### src/rtl/core/dghm_pkg.sv
// Package: shared constants and types of the depth-to-gray mapper.
package dghm_pkg;
   localparam int unsigned DEPTH_LEVELS_DEF = 16384;
   localparam int unsigned MAX_FRAME_PIXELS_DEF = 524288;
   localparam int unsigned DEPTH_W = 16;
   localparam int unsigned BP_W = 14;
   localparam int unsigned CNT_W = 20;
   localparam int unsigned GRAY_W = 8;
   localparam int unsigned CSR_IDX_W = 1;
   localparam int unsigned CSR_DATA_W = 14;
   localparam int unsigned QUEUE_DEPTH = 4;

   typedef enum logic [CSR_IDX_W-1:0] {
      CSR_HISTOGRAM_MODE = 1'b0,
      CSR_BACKPLANE      = 1'b1
   } csr_index_type;

   typedef enum logic [1:0] {
      OP_COUNT = 2'd0,
      OP_MAP   = 2'd1,
      OP_SKIP  = 2'd2
   } op_type;

   // One classified transaction as it travels from front to back.
   typedef struct packed {
      op_type              op;
      logic [DEPTH_W-1:0]  depth;
      logic                in_range;
      logic                last;
      logic                hist_mode;
      logic [BP_W-1:0]     backplane;
   } cmd_type;
endpackage

### src/rtl/core/dghm_front.sv
// Front end: accept pixels, classify them and queue commands for the back end.
module dghm_front
   import dghm_pkg::*;
#(
   parameter int unsigned DEPTH_LEVELS = DEPTH_LEVELS_DEF
) (
   input  logic             clock,
   input  logic             reset,
   input  logic             req_valid,
   output logic             req_ready,
   input  logic             req_func,
   input  logic [DEPTH_W-1:0] req_depth,
   input  logic             req_last,
   input  logic             hist_mode,
   input  logic [BP_W-1:0]  backplane,
   output logic             cmd_valid,
   input  logic             cmd_ready,
   output cmd_type          cmd_data
);
   localparam int unsigned QA_W = $clog2(QUEUE_DEPTH);

   cmd_type           queue_ff [QUEUE_DEPTH];
   logic [QA_W-1:0]   wptr_ff, rptr_ff;
   logic [QA_W:0]     fill_ff;
   logic              push, pop;
   cmd_type           cmd_in;
   logic [16:0]       levels;

   assign levels = 17'(DEPTH_LEVELS);
   assign req_ready = (fill_ff != (QA_W+1)'(QUEUE_DEPTH));
   assign push = req_valid && req_ready;
   assign cmd_valid = (fill_ff != '0);
   assign pop = cmd_valid && cmd_ready;
   assign cmd_data = queue_ff[rptr_ff];

   always_comb begin
      cmd_in.depth = req_depth;
      cmd_in.last = req_last;
      cmd_in.hist_mode = hist_mode;
      cmd_in.backplane = backplane;
      cmd_in.in_range = (req_depth != '0) && (req_depth <= {2'b0, backplane})
         && ({1'b0, req_depth} < levels);
      if (req_func) begin
         cmd_in.op = OP_MAP;
      end else if (hist_mode) begin
         cmd_in.op = OP_COUNT;
      end else begin
         cmd_in.op = OP_SKIP;
      end
   end

   always_ff @(posedge clock) begin
      if (push) begin
         queue_ff[wptr_ff] <= cmd_in;
      end
   end

   always_ff @(posedge clock) begin
      if (reset) begin
         wptr_ff <= '0;
         rptr_ff <= '0;
         fill_ff <= '0;
      end else begin
         if (push) wptr_ff <= wptr_ff + 1'b1;
         if (pop) rptr_ff <= rptr_ff + 1'b1;
         fill_ff <= fill_ff + (QA_W+1)'(push) - (QA_W+1)'(pop);
      end
   end
endmodule

### config.mk
export PLATFORM = sky130hd
export DESIGN_NAME = dghm_front
export DESIGN_NICKNAME = d
export VERILOG_FILES = /design/src/rtl/core/dghm_pkg.sv /design/src/rtl/core/dghm_front.sv
export SDC_FILE = /design/constraint.sdc
export NUM_CORES = 1
export LEC_CHECK = 0
export ABC_AREA = 1
export BUFFER_PORTS_ARGS = -buffer_cell sky130_fd_sc_hd__buf_2
export CAP_MARGIN = 10
export CORE_ASPECT_RATIO = 1.75
export CORE_MARGIN = 2
export CORE_UTILIZATION = 55
export CTS_CLUSTER_DIAMETER = 50
export DETAILED_ROUTE_END_ITERATION = 8
export GPL_TIMING_DRIVEN = 0
export PLACE_DENSITY = 0.77
export RECOVER_POWER = 50
export SLEW_MARGIN = 20
export SYNTH_ARGS = -nofsm -noshare
export SYNTH_HDL_FRONTEND = slang
export SYNTH_SLANG_ARGS = --single-unit
export TNS_END_PERCENT = 10
### constraint.sdc
create_clock -name clock -period 5.2 [get_ports clock]
set_input_delay 1.04 -clock clock [delete_from_list [all_inputs] [get_ports clock]]
set_output_delay 1.04 -clock clock [all_outputs]
set_load 0.005 [all_outputs]
======== Word level (Yosys, flattened, before mapping) ========
Memory sizes are Yosys's and may differ from the RTL's. A register that Yosys moved wholly into a read port is not among the register bits.
Index checks and enable logic that the tools add are counted.
cells by class
  $mul .................................... 0
  div/mod/pow operators ................... 0
  add/sub/neg operators ................... 4
  reduce and logical (&&, ||, !) cells .... 6
  shift operators ......................... 0
  equality and inequality tests ........... 1
  bitwise gates (word level) .............. 0
  order comparisons ....................... 2
  multiplexer cells ....................... 6
operators by type and width
  kind                                                                    count
  16-bit by 14-bit <= comparator with 1-bit output                        1
  16-bit by 15-bit < comparator with 1-bit output, second input constant  1
  16-bit nonzero test                                                     1
  2-bit 2-to-1 mux                                                        4
  2-bit by 1-bit adder with 2-bit output, second input constant           2
  1-bit logical AND                                                       4
  3-bit by 1-bit adder with 3-bit output                                  1
  3-bit inequality test, second input constant                            1
  3-bit nonzero test                                                      1
  3-bit by 1-bit subtractor with 3-bit output                             1
  1-bit 2-to-1 mux                                                        2
storage, ports and cells
  memory bits (writable) .................. 140
  bits in read-only memories .............. 0
  register bits ........................... 7
  logic and storage cells ................. 23
  input bits .............................. 37
  memories ................................ 1
  output and inout bits ................... 37
  bits in latches ......................... 0
memories
  memory    depth  bits a word  rd ports  clocked after memory_dff  write ports  RTL line          text
  queue_ff  4      35           1         1                         1            dghm_front.sv:22  cmd_type queue_ff [QUEUE_DEPTH];

======== Longest topological paths before layout ========
Gate-level depths: netlist of the first run.
  depth in word-level cells ............... 4
  mapped depth ............................ 12
  depth with buffers taken out ............ 12

======== Worst setup path after synthesis of the first run ========
OpenSTA, ideal clock, no wires.
  path kind ............................... input to register
  from .................................... in req_valid
  to ...................................... mem queue_ff[0][0] in the netlist's numbering, enable pin
  setup slack ............................. 2.133 ns
  cell stages on the path ................. 2
  arrival time ............................ 2.640 ns
  path through ............................ nand2_2 nor2_1
between the ends
  word-level cells in the longest chain between the ends .. 3
ends and longest elaborated chain
  what                                    RTL line          text
  from (decl)                             dghm_front.sv:9   input logic req_valid,
  1-bit logical AND                       dghm_front.sv:31  assign push = req_valid && req_ready;
  1-bit 2-to-1 mux                        dghm_front.sv:53  if (push) begin
  1-bit 2-to-1 mux (implied by the code)  dghm_front.sv:54  queue_ff[wptr_ff] <= cmd_in;
  to (decl)                               dghm_front.sv:22
Every way passes these cells.

==> results.py, run 1 <==
metrics = {
    "setup_path": {
        "path_cells": "buf_2 > o21ai_0 > o22ai_1 > buf_2",
        "worst-setup-path-type": "reg2out",
        "critPathMaxStageDelay_ps": 500,
        "end_kind": "primary output",
        "cp_slowest_cell": "dfxtp_1",
        "path_delay_family": "flip-flops",
        "critPathLaunchType": "flip-flop",
        "crit_fanout": 10,
        "critPathRequiredTime_ps": 4160,
        "crit_top_cell": "buf_2",
        "arrival_ps": 1740,
        "reg2reg_from": "fill_ff[1]$_SDFF_PP0_",
        "crit_buf_inv": 2,
    },
    "synth": {
        "ys_warn_count": 0,
        "syn_area_um2": 6090,
        "async_flop_share_pct": 0,
        "synth-edff-count": 140,
        "synth_fp_nets": 529,
        "ys_seq_elements": 149,
        "synth_flop_cell": "edfxtp_1",
        "yosysUniqueCellTypes": 33,
        "synth_area_per_cell_um2": 12.9,
        "seq_area_frac_synth_pct": 72.0,
        "syn_inst": 471,
    },
    "clock_network": {
        "cts.repair.resized": 0,
        "numCtsBuffers": 17,
        "clock_latency_ps": 410,
        "cts_root_buf": "clkbuf_16",
        "clockBufferDepth": 2,
        "cts.sinks": 149,
        "clk_pin_slew_ps": 60,
        "htreeDepth": 4,
        "ctsHoldBuffers": 0,
        "cts_post_setup_buffers_inserted": 0,
        "cts_tree": "built",
    },
    "timing": {
        "slew_headroom_pct": 14.8,
        "hold_viol": 0,
        "max_freq_mhz": 359,
        "final-max-slew-violation-count": 0,
        "fin_worst_skew_ps": 3.81,
        "fin_tns_setup_ps": 0,
        "setup_ws_ps": 2420,
        "final.min_clock_period_ps": 2780,
        "period_share_pct": 53.5,
        "worst_slew_pin_slew_ps": 1270,
        "setup_viol_count_final": 0,
        "rsz0062_at_grt": "false",
    },
    "placement": {
        "hpwl_mm": 9.03,
        "numPortBuffers": 72,
        "place_area_um2": 6730,
        "place_congestion": 0.813,
        "dpl_worst_slack_ps": 2590,
    },
    "cells_and_area": {
        "antenna_cells": 0,
        "drive_above_1_share_pct": 16.9,
        "ff_latch_area_um2": 4380,
        "multi_input_area_um2": 1460,
        "n_fill_cell": 774,
        "area_growth_pct": 19.1,
        "fin_nets": 624,
        "post-route-util_pct": 67.4,
        "design_area_um2": 7250,
    },
    "detailed_routing": {
        "dr.pass1.iters": 5,
        "wl_per_cell_um": 19.2,
        "vias": 4080,
        "drc": 0,
        "vias_per_cell": 5.75,
        "drt_iter0_markers": 249,
        "routed_wl_mm": 13.6,
        "ant_nets": 0,
    },
    "global_route": {
        "grt_start_max_net_pins": 25,
        "antenna_found_initial": 0,
        "gr-usage-all-layers_pct": 23.6,
        "overflow": 0,
        "grt_pass1_wl_mm": 21.1,
        "grt_pass1_vias": 4290,
    },
    "floorplanning": {
        "fp.coreArea_um2": 10800,
        "dieArea_um2": 12000,
        "rows": 50,
        "ios": 74,
        "initial_utilization_pct": 56.6,
        "die_h_um": 143,
        "die_w_um": 83.5,
    },
    "power_and_ir_drop": {
        "power_w": 0.00354,
        "leakagePower_nw": 2.68,
        "powerDensity_nw_per_um2": 488,
        "ir_worst_vdd_uv": 315,
    },
    "worst_hold_path": {
        "hold_start": "wptr_ff[0]$_SDFFE_PP0N_",
        "hold_class": "reg2reg",
    },
    "status": {
        "outcome": "complete, no violations",
    },
    "run": {
        "drv_cap": 0,
    },
}
==> placed cells by master (no fill, tap or decap), types with 2 or more instances in the layout <==
cell type	n
buf_2	56
o21ai_0	60
nor3b_1	4
o22ai_1	35
bufinv_16	4
nand2_1	22
a21oi_1	7
clkinv_1	3
clkbuf_1	38
edfxtp_1	140
clkbuf_16	17
inv_1	32
nor2_1	88
nand3_1	4
nor2_4	2
dfxtp_1	9
clkbuf_2	3
clkinv_2	2
buf_12	3
o21ai_1	10
ha_1	20
==> cell usage after synthesis (2+ instances only) <==
master	instances	share of area, %
edfxtp_1	140	69
nor2_1	90	5.6
o21ai_0	60	4.9
o22ai_1	35	3.6
inv_1	32	2.0
nand2_1	21	1.3
ha_1	20	4.1
buf_2	17	1.4
o21ai_1	10	0.82
dfxtp_1	9	3.0
a21oi_1	7	0.58
nand3_1	4	0.33
clkbuf_2	3	0.25
nor3b_1	3	0.37
nand2_2	2	0.21
==> where the power goes <==
group	internal (W)	switching, W
Combinational	0.000295	0.000502
Clock	0.000796	0.000434
Sequential	0.00147	0.0000428
Total	0.00256	0.000979
==> registers in the layout, summed over array words and instances, names as in the netlist, named ones only <==
name and cells:
queue_ff 140, rptr_ff 2, fill_ff 3, wptr_ff 2
==> final timing paths <==
path	endpoint	slack (ps)	depth (start not counted)
min reg2reg	wptr_ff[0]$_SDFFE_PP0N_	560	2
max	cmd_data[16]	2420	4
min	wptr_ff[0]$_SDFFE_PP0N_	560	2
max reg2reg	queue_ff[0][18]$_DFFE_PP_	2720	5
==> metal layers <==
metal	global-route usage, %	up-vias	wire, µm
met5	0	-	0
met4	12.7	0	546
met3	7.69	37	831
met2	41.5	178	7260
met1	24.9	1971	4940
li1	-	1894	-
==> logic make-up (layout without fill, tap and decap cells) <==
kind of cell	count (synthesis)	in the layout	synth area share, %
compound gates	116	116	10.7
xor+xnor	1	1	0.144
fa+ha+maj	21	21	4.44
buf+inv	56	164	3.97
flops	149	149	72.0
simple gates	128	128	8.72
==> per-stage QoR <==
stage / cells / hold slack [ps]
5_1_grt: 709 / 610
4_1_cts: 709 / 567
3_5_place_dp: 677 / 559
6_report: 709 / 564
3_3_place_gp: 673 / 522
2_1_floorplan: 471 / 514
==> layout make-up <==
cell class	count	share of cell area, %
Sequential cell	149	60.5
Multi-Input combinational cell	266	20.1
Clock buffer	21	6.08
Timing Repair Buffer	76	5.61
Tap cell	130	2.24
Clock inverter	11	2.17
Inverter	34	1.79
Buffer	22	1.54
==> worst reg2reg max path: stages (launching register included) <==
cell,delay (ps)
dfxtp_1,380
inv_1,100
nand3_2,70
nand2_1,260
nor2_1,1060
buf_12,290
No activity file was read; power rests on OpenSTA's default activity.
==> run 2, diff against run 1 <==
--- a/config.mk
+++ b/config.mk
@@ -5,7 +5,7 @@
 export SDC_FILE = /design/constraint.sdc
 export NUM_CORES = 1
 export LEC_CHECK = 0
-export ABC_AREA = 1
+export ABC_AREA = 0
 export BUFFER_PORTS_ARGS = -buffer_cell sky130_fd_sc_hd__buf_2
 export CAP_MARGIN = 10
 export CORE_ASPECT_RATIO = 1.75
==> constraint.sdc (replaced) <==
create_clock -name clock -period 2.7 [get_ports clock]
set_input_delay 0.54 -clock clock [delete_from_list [all_inputs] [get_ports clock]]
set_output_delay 0.54 -clock clock [all_outputs]
set_load 0.005 [all_outputs]
==> results.py, run 2 <==
metrics = {
    "status": {
        "outcome": "complete, no violations",
    },
    "timing": {
        "period_share_pct": 95.2,
        "worst_slew_pin_slew_ps": 889,
        "final.min_clock_period_ps": 2570,
        "hold_viol": 0,
        "setup_viol_count_final": 0,
        "final-max-slew-violation-count": 0,
        "rsz0062_at_grt": "false",
        "fin_worst_skew_ps": 4.85,
        "slew_headroom_pct": 40.7,
        "max_freq_mhz": 389,
    },
    "setup_path": {
        "arrival_ps": 2030,
        "end_kind": "primary output",
        "cp_slowest_cell": "mux4_2",
        "worst-setup-path-type": "reg2out",
        "reg2reg_from": "fill_ff[2]$_SDFF_PP0_",
        "critPathRequiredTime_ps": 2160,
        "crit_fanout": 10,
        "r2r_end": "fill_ff[2]$_SDFF_PP0_",
        "path_cells": "clkbuf_1 > clkbuf_2 > mux4_2 > buf_2",
        "critPathMaxStageDelay_ps": 400,
        "rr_worst_depth": 8,
        "r2r_setup_slack_ps": 500,
        "critPathLaunchType": "flip-flop",
    },
    "global_route": {
        "gr-usage-all-layers_pct": 20.3,
        "grt_pass1_vias": 3093,
        "grt_pass1_wl_mm": 16.2,
        "grt_start_max_net_pins": 24,
        "antenna_found_initial": 0,
        "overflow": 0,
    },
    "clock_network": {
        "cts_root_buf": "clkbuf_16",
        "cts.sinks": 149,
        "htreeDepth": 4,
        "clk_pin_slew_ps": 60,
        "numCtsBuffers": 17,
        "cts_post_setup_buffers_inserted": 0,
        "cts_tree": "built",
        "clock_latency_ps": 410,
        "clockBufferDepth": 2,
        "ctsHoldBuffers": 0,
    },
    "detailed_routing": {
        "ant_nets": 0,
        "wl_per_cell_um": 20.5,
        "drt_iter0_markers": 187,
        "dr.pass1.iters": 4,
        "drc": 0,
        "vias_per_cell": 5.63,
        "routed_wl_mm": 10.8,
        "vias": 2978,
    },
    "floorplanning": {
        "die_w_um": 82.1,
        "rows": 50,
        "ios": 74,
        "fp.coreArea_um2": 10600,
        "dieArea_um2": 11600,
        "initial_utilization_pct": 55.6,
        "die_h_um": 141,
    },
    "placement": {
        "place_area_um2": 6510,
        "hpwl_mm": 7.24,
        "place_congestion": 0.738,
        "numPortBuffers": 73,
    },
    "cells_and_area": {
        "n_fill_cell": 725,
        "design_area_um2": 7020,
        "fin_nets": 444,
        "drive_above_1_share_pct": 29.1,
        "reg_top3": "queue_ff: 140 flops, fill_ff: 3 flops",
        "area_growth_pct": 19.5,
        "final_cell_mix": "edfxtp_1, buf_2, clkbuf_1",
        "final_common_cell": "edfxtp_1",
        "largest_reg_flops": 140,
        "regMostFlops": "queue_ff",
        "antenna_cells": 0,
        "post-route-util_pct": 66.4,
    },
    "synth": {
        "synth_area_per_cell_um2": 20.3,
        "async_flop_share_pct": 0,
        "seq_area_frac_synth_pct": 74.6,
        "synth.most_common_cell": "edfxtp_1",
        "syn_inst": 290,
        "ys_top_cells_by_area": "edfxtp_1, mux4_2, ha_1",
        "syn_area_um2": 5880,
        "ys_warn_count": 0,
        "yosys-top-cells-count": "edfxtp_1, mux4_2, inv_1",
        "synth_top_area_cell": "edfxtp_1",
        "synth_top_area_share_pct": 71.5,
        "synth_fp_nets": 348,
        "synth_flop_cell": "edfxtp_1",
        "yosysUniqueCellTypes": 28,
        "synth-edff-count": 140,
        "ys_seq_elements": 149,
    },
    "worst_hold_path": {
        "holdPathStages": 1,
        "min_to": "queue_ff[1][15]$_DFFE_PP_",
        "hold_start": "req_last",
        "hold_class": "in2reg",
    },
    "power_and_ir_drop": {
        "ir_worst_vdd_uv": 588,
        "leakagePower_nw": 2.44,
        "powerDensity_nw_per_um2": 911,
    },
    "run": {
        "drv_cap": 0,
    },
}
run 2: cell count changes after synthesis, sizes merged, moves of 4 or more:
cell / change
nor2: -83
o21ai: -68
mux4: +35
o22ai: -35
buf: -14
inv: -13
nand2: -12
nand3: -5
and3: +4
nor3b: -4
run 2: worst max-delay path by stage:
| stage | slack, ps | cells past startpoint | start | to |
|---|---|---|---|---|
| 2_1_floorplan | 500 | 7 | backplane[13] | queue_ff[0][16]$_DFFE_PP_ |
| 3_3_place_gp | 40 | 7 | req_depth[13] | queue_ff[2][16]$_DFFE_PP_ |
| 3_5_place_dp | -40 | 8 | backplane[13] | queue_ff[1][16]$_DFFE_PP_ |
| 4_1_cts | 10 | 4 | flip-flop | cmd_data[22] |
| 5_1_grt | 20 | 4 | flip-flop | cmd_data[6] |
| 6_report | 130 | 4 | flip-flop | cmd_data[6] |
run 2: repair_timing:
item                       CTS  global route
resized for setup            4             2
pin swaps                    0             0
gates cloned                 0             0
setup endpoints to repair   30            20
run 2: cell families (layout without fill, tap and decap cells):
group | after synthesis | in the layout | share of synthesized area, %
xor+xnor | 5 | 5 | 0.745
fa+ha+maj | 21 | 21 | 4.60
buf+inv | 29 | 138 | 1.94
compound gates | 14 | 14 | 1.58
simple gates | 37 | 37 | 3.13
flops | 149 | 149 | 74.6
mux | 35 | 35 | 13.4
run 2: area by class of cell:
cell class / instances / area (µm²) / share of cell area (%)
Sequential cell: 149 / 4380 / 62.4
Multi-Input combinational cell: 112 / 1380 / 19.7
Clock buffer: 28 / 517 / 7.36
Timing Repair Buffer: 77 / 427 / 6.08
Tap cell: 130 / 163 / 2.32
Inverter: 21 / 78.8 / 1.12
Buffer: 8 / 46.3 / 0.659
Clock inverter: 4 / 25.0 / 0.356
run 2: power breakdown:
group	internal [W]	total (W)	switching, W
registers	0.00282	0.00290	0.0000793
clock network	0.00129	0.00210	0.000802
logic	0.000717	0.00140	0.000686
total	0.00483	0.00640	0.00157
run 2: metrics by stage:
stage | hold slack, ps | setup WS, ps | TNS, ps | power (W) | std cells
4_1_cts | 332 | 11.4 | 0 | 0.00647 | 529
2_1_floorplan | 463 | 496 | 0 | 0.00379 | 290
3_5_place_dp | 503 | -36.9 | -148 | 0.00437 | 497
6_report | 394 | 129 | 0 | 0.00640 | 529
3_3_place_gp | 480 | 42.4 | 0 | 0.00427 | 493
5_1_grt | 408 | 20.8 | 0 | 0.00667 | 529
run 2: critical path, delay by kind of cell (launching register included):
kind | cells | cell delay, ps
flops | 1 | 300
mux | 1 | 400
buf+inv | 3 | 920
run 2: layer usage:
| layer | GRT usage (%) | routed length [µm] | vias to the layer above |
|---|---|---|---|
| li1 | - | - | 1357 |
| met1 | 23.3 | 3920 | 1503 |
| met2 | 33.8 | 6020 | 94 |
| met3 | 5.25 | 525 | 24 |
| met4 | 11.6 | 382 | 0 |
| met5 | 0 | 0 | - |
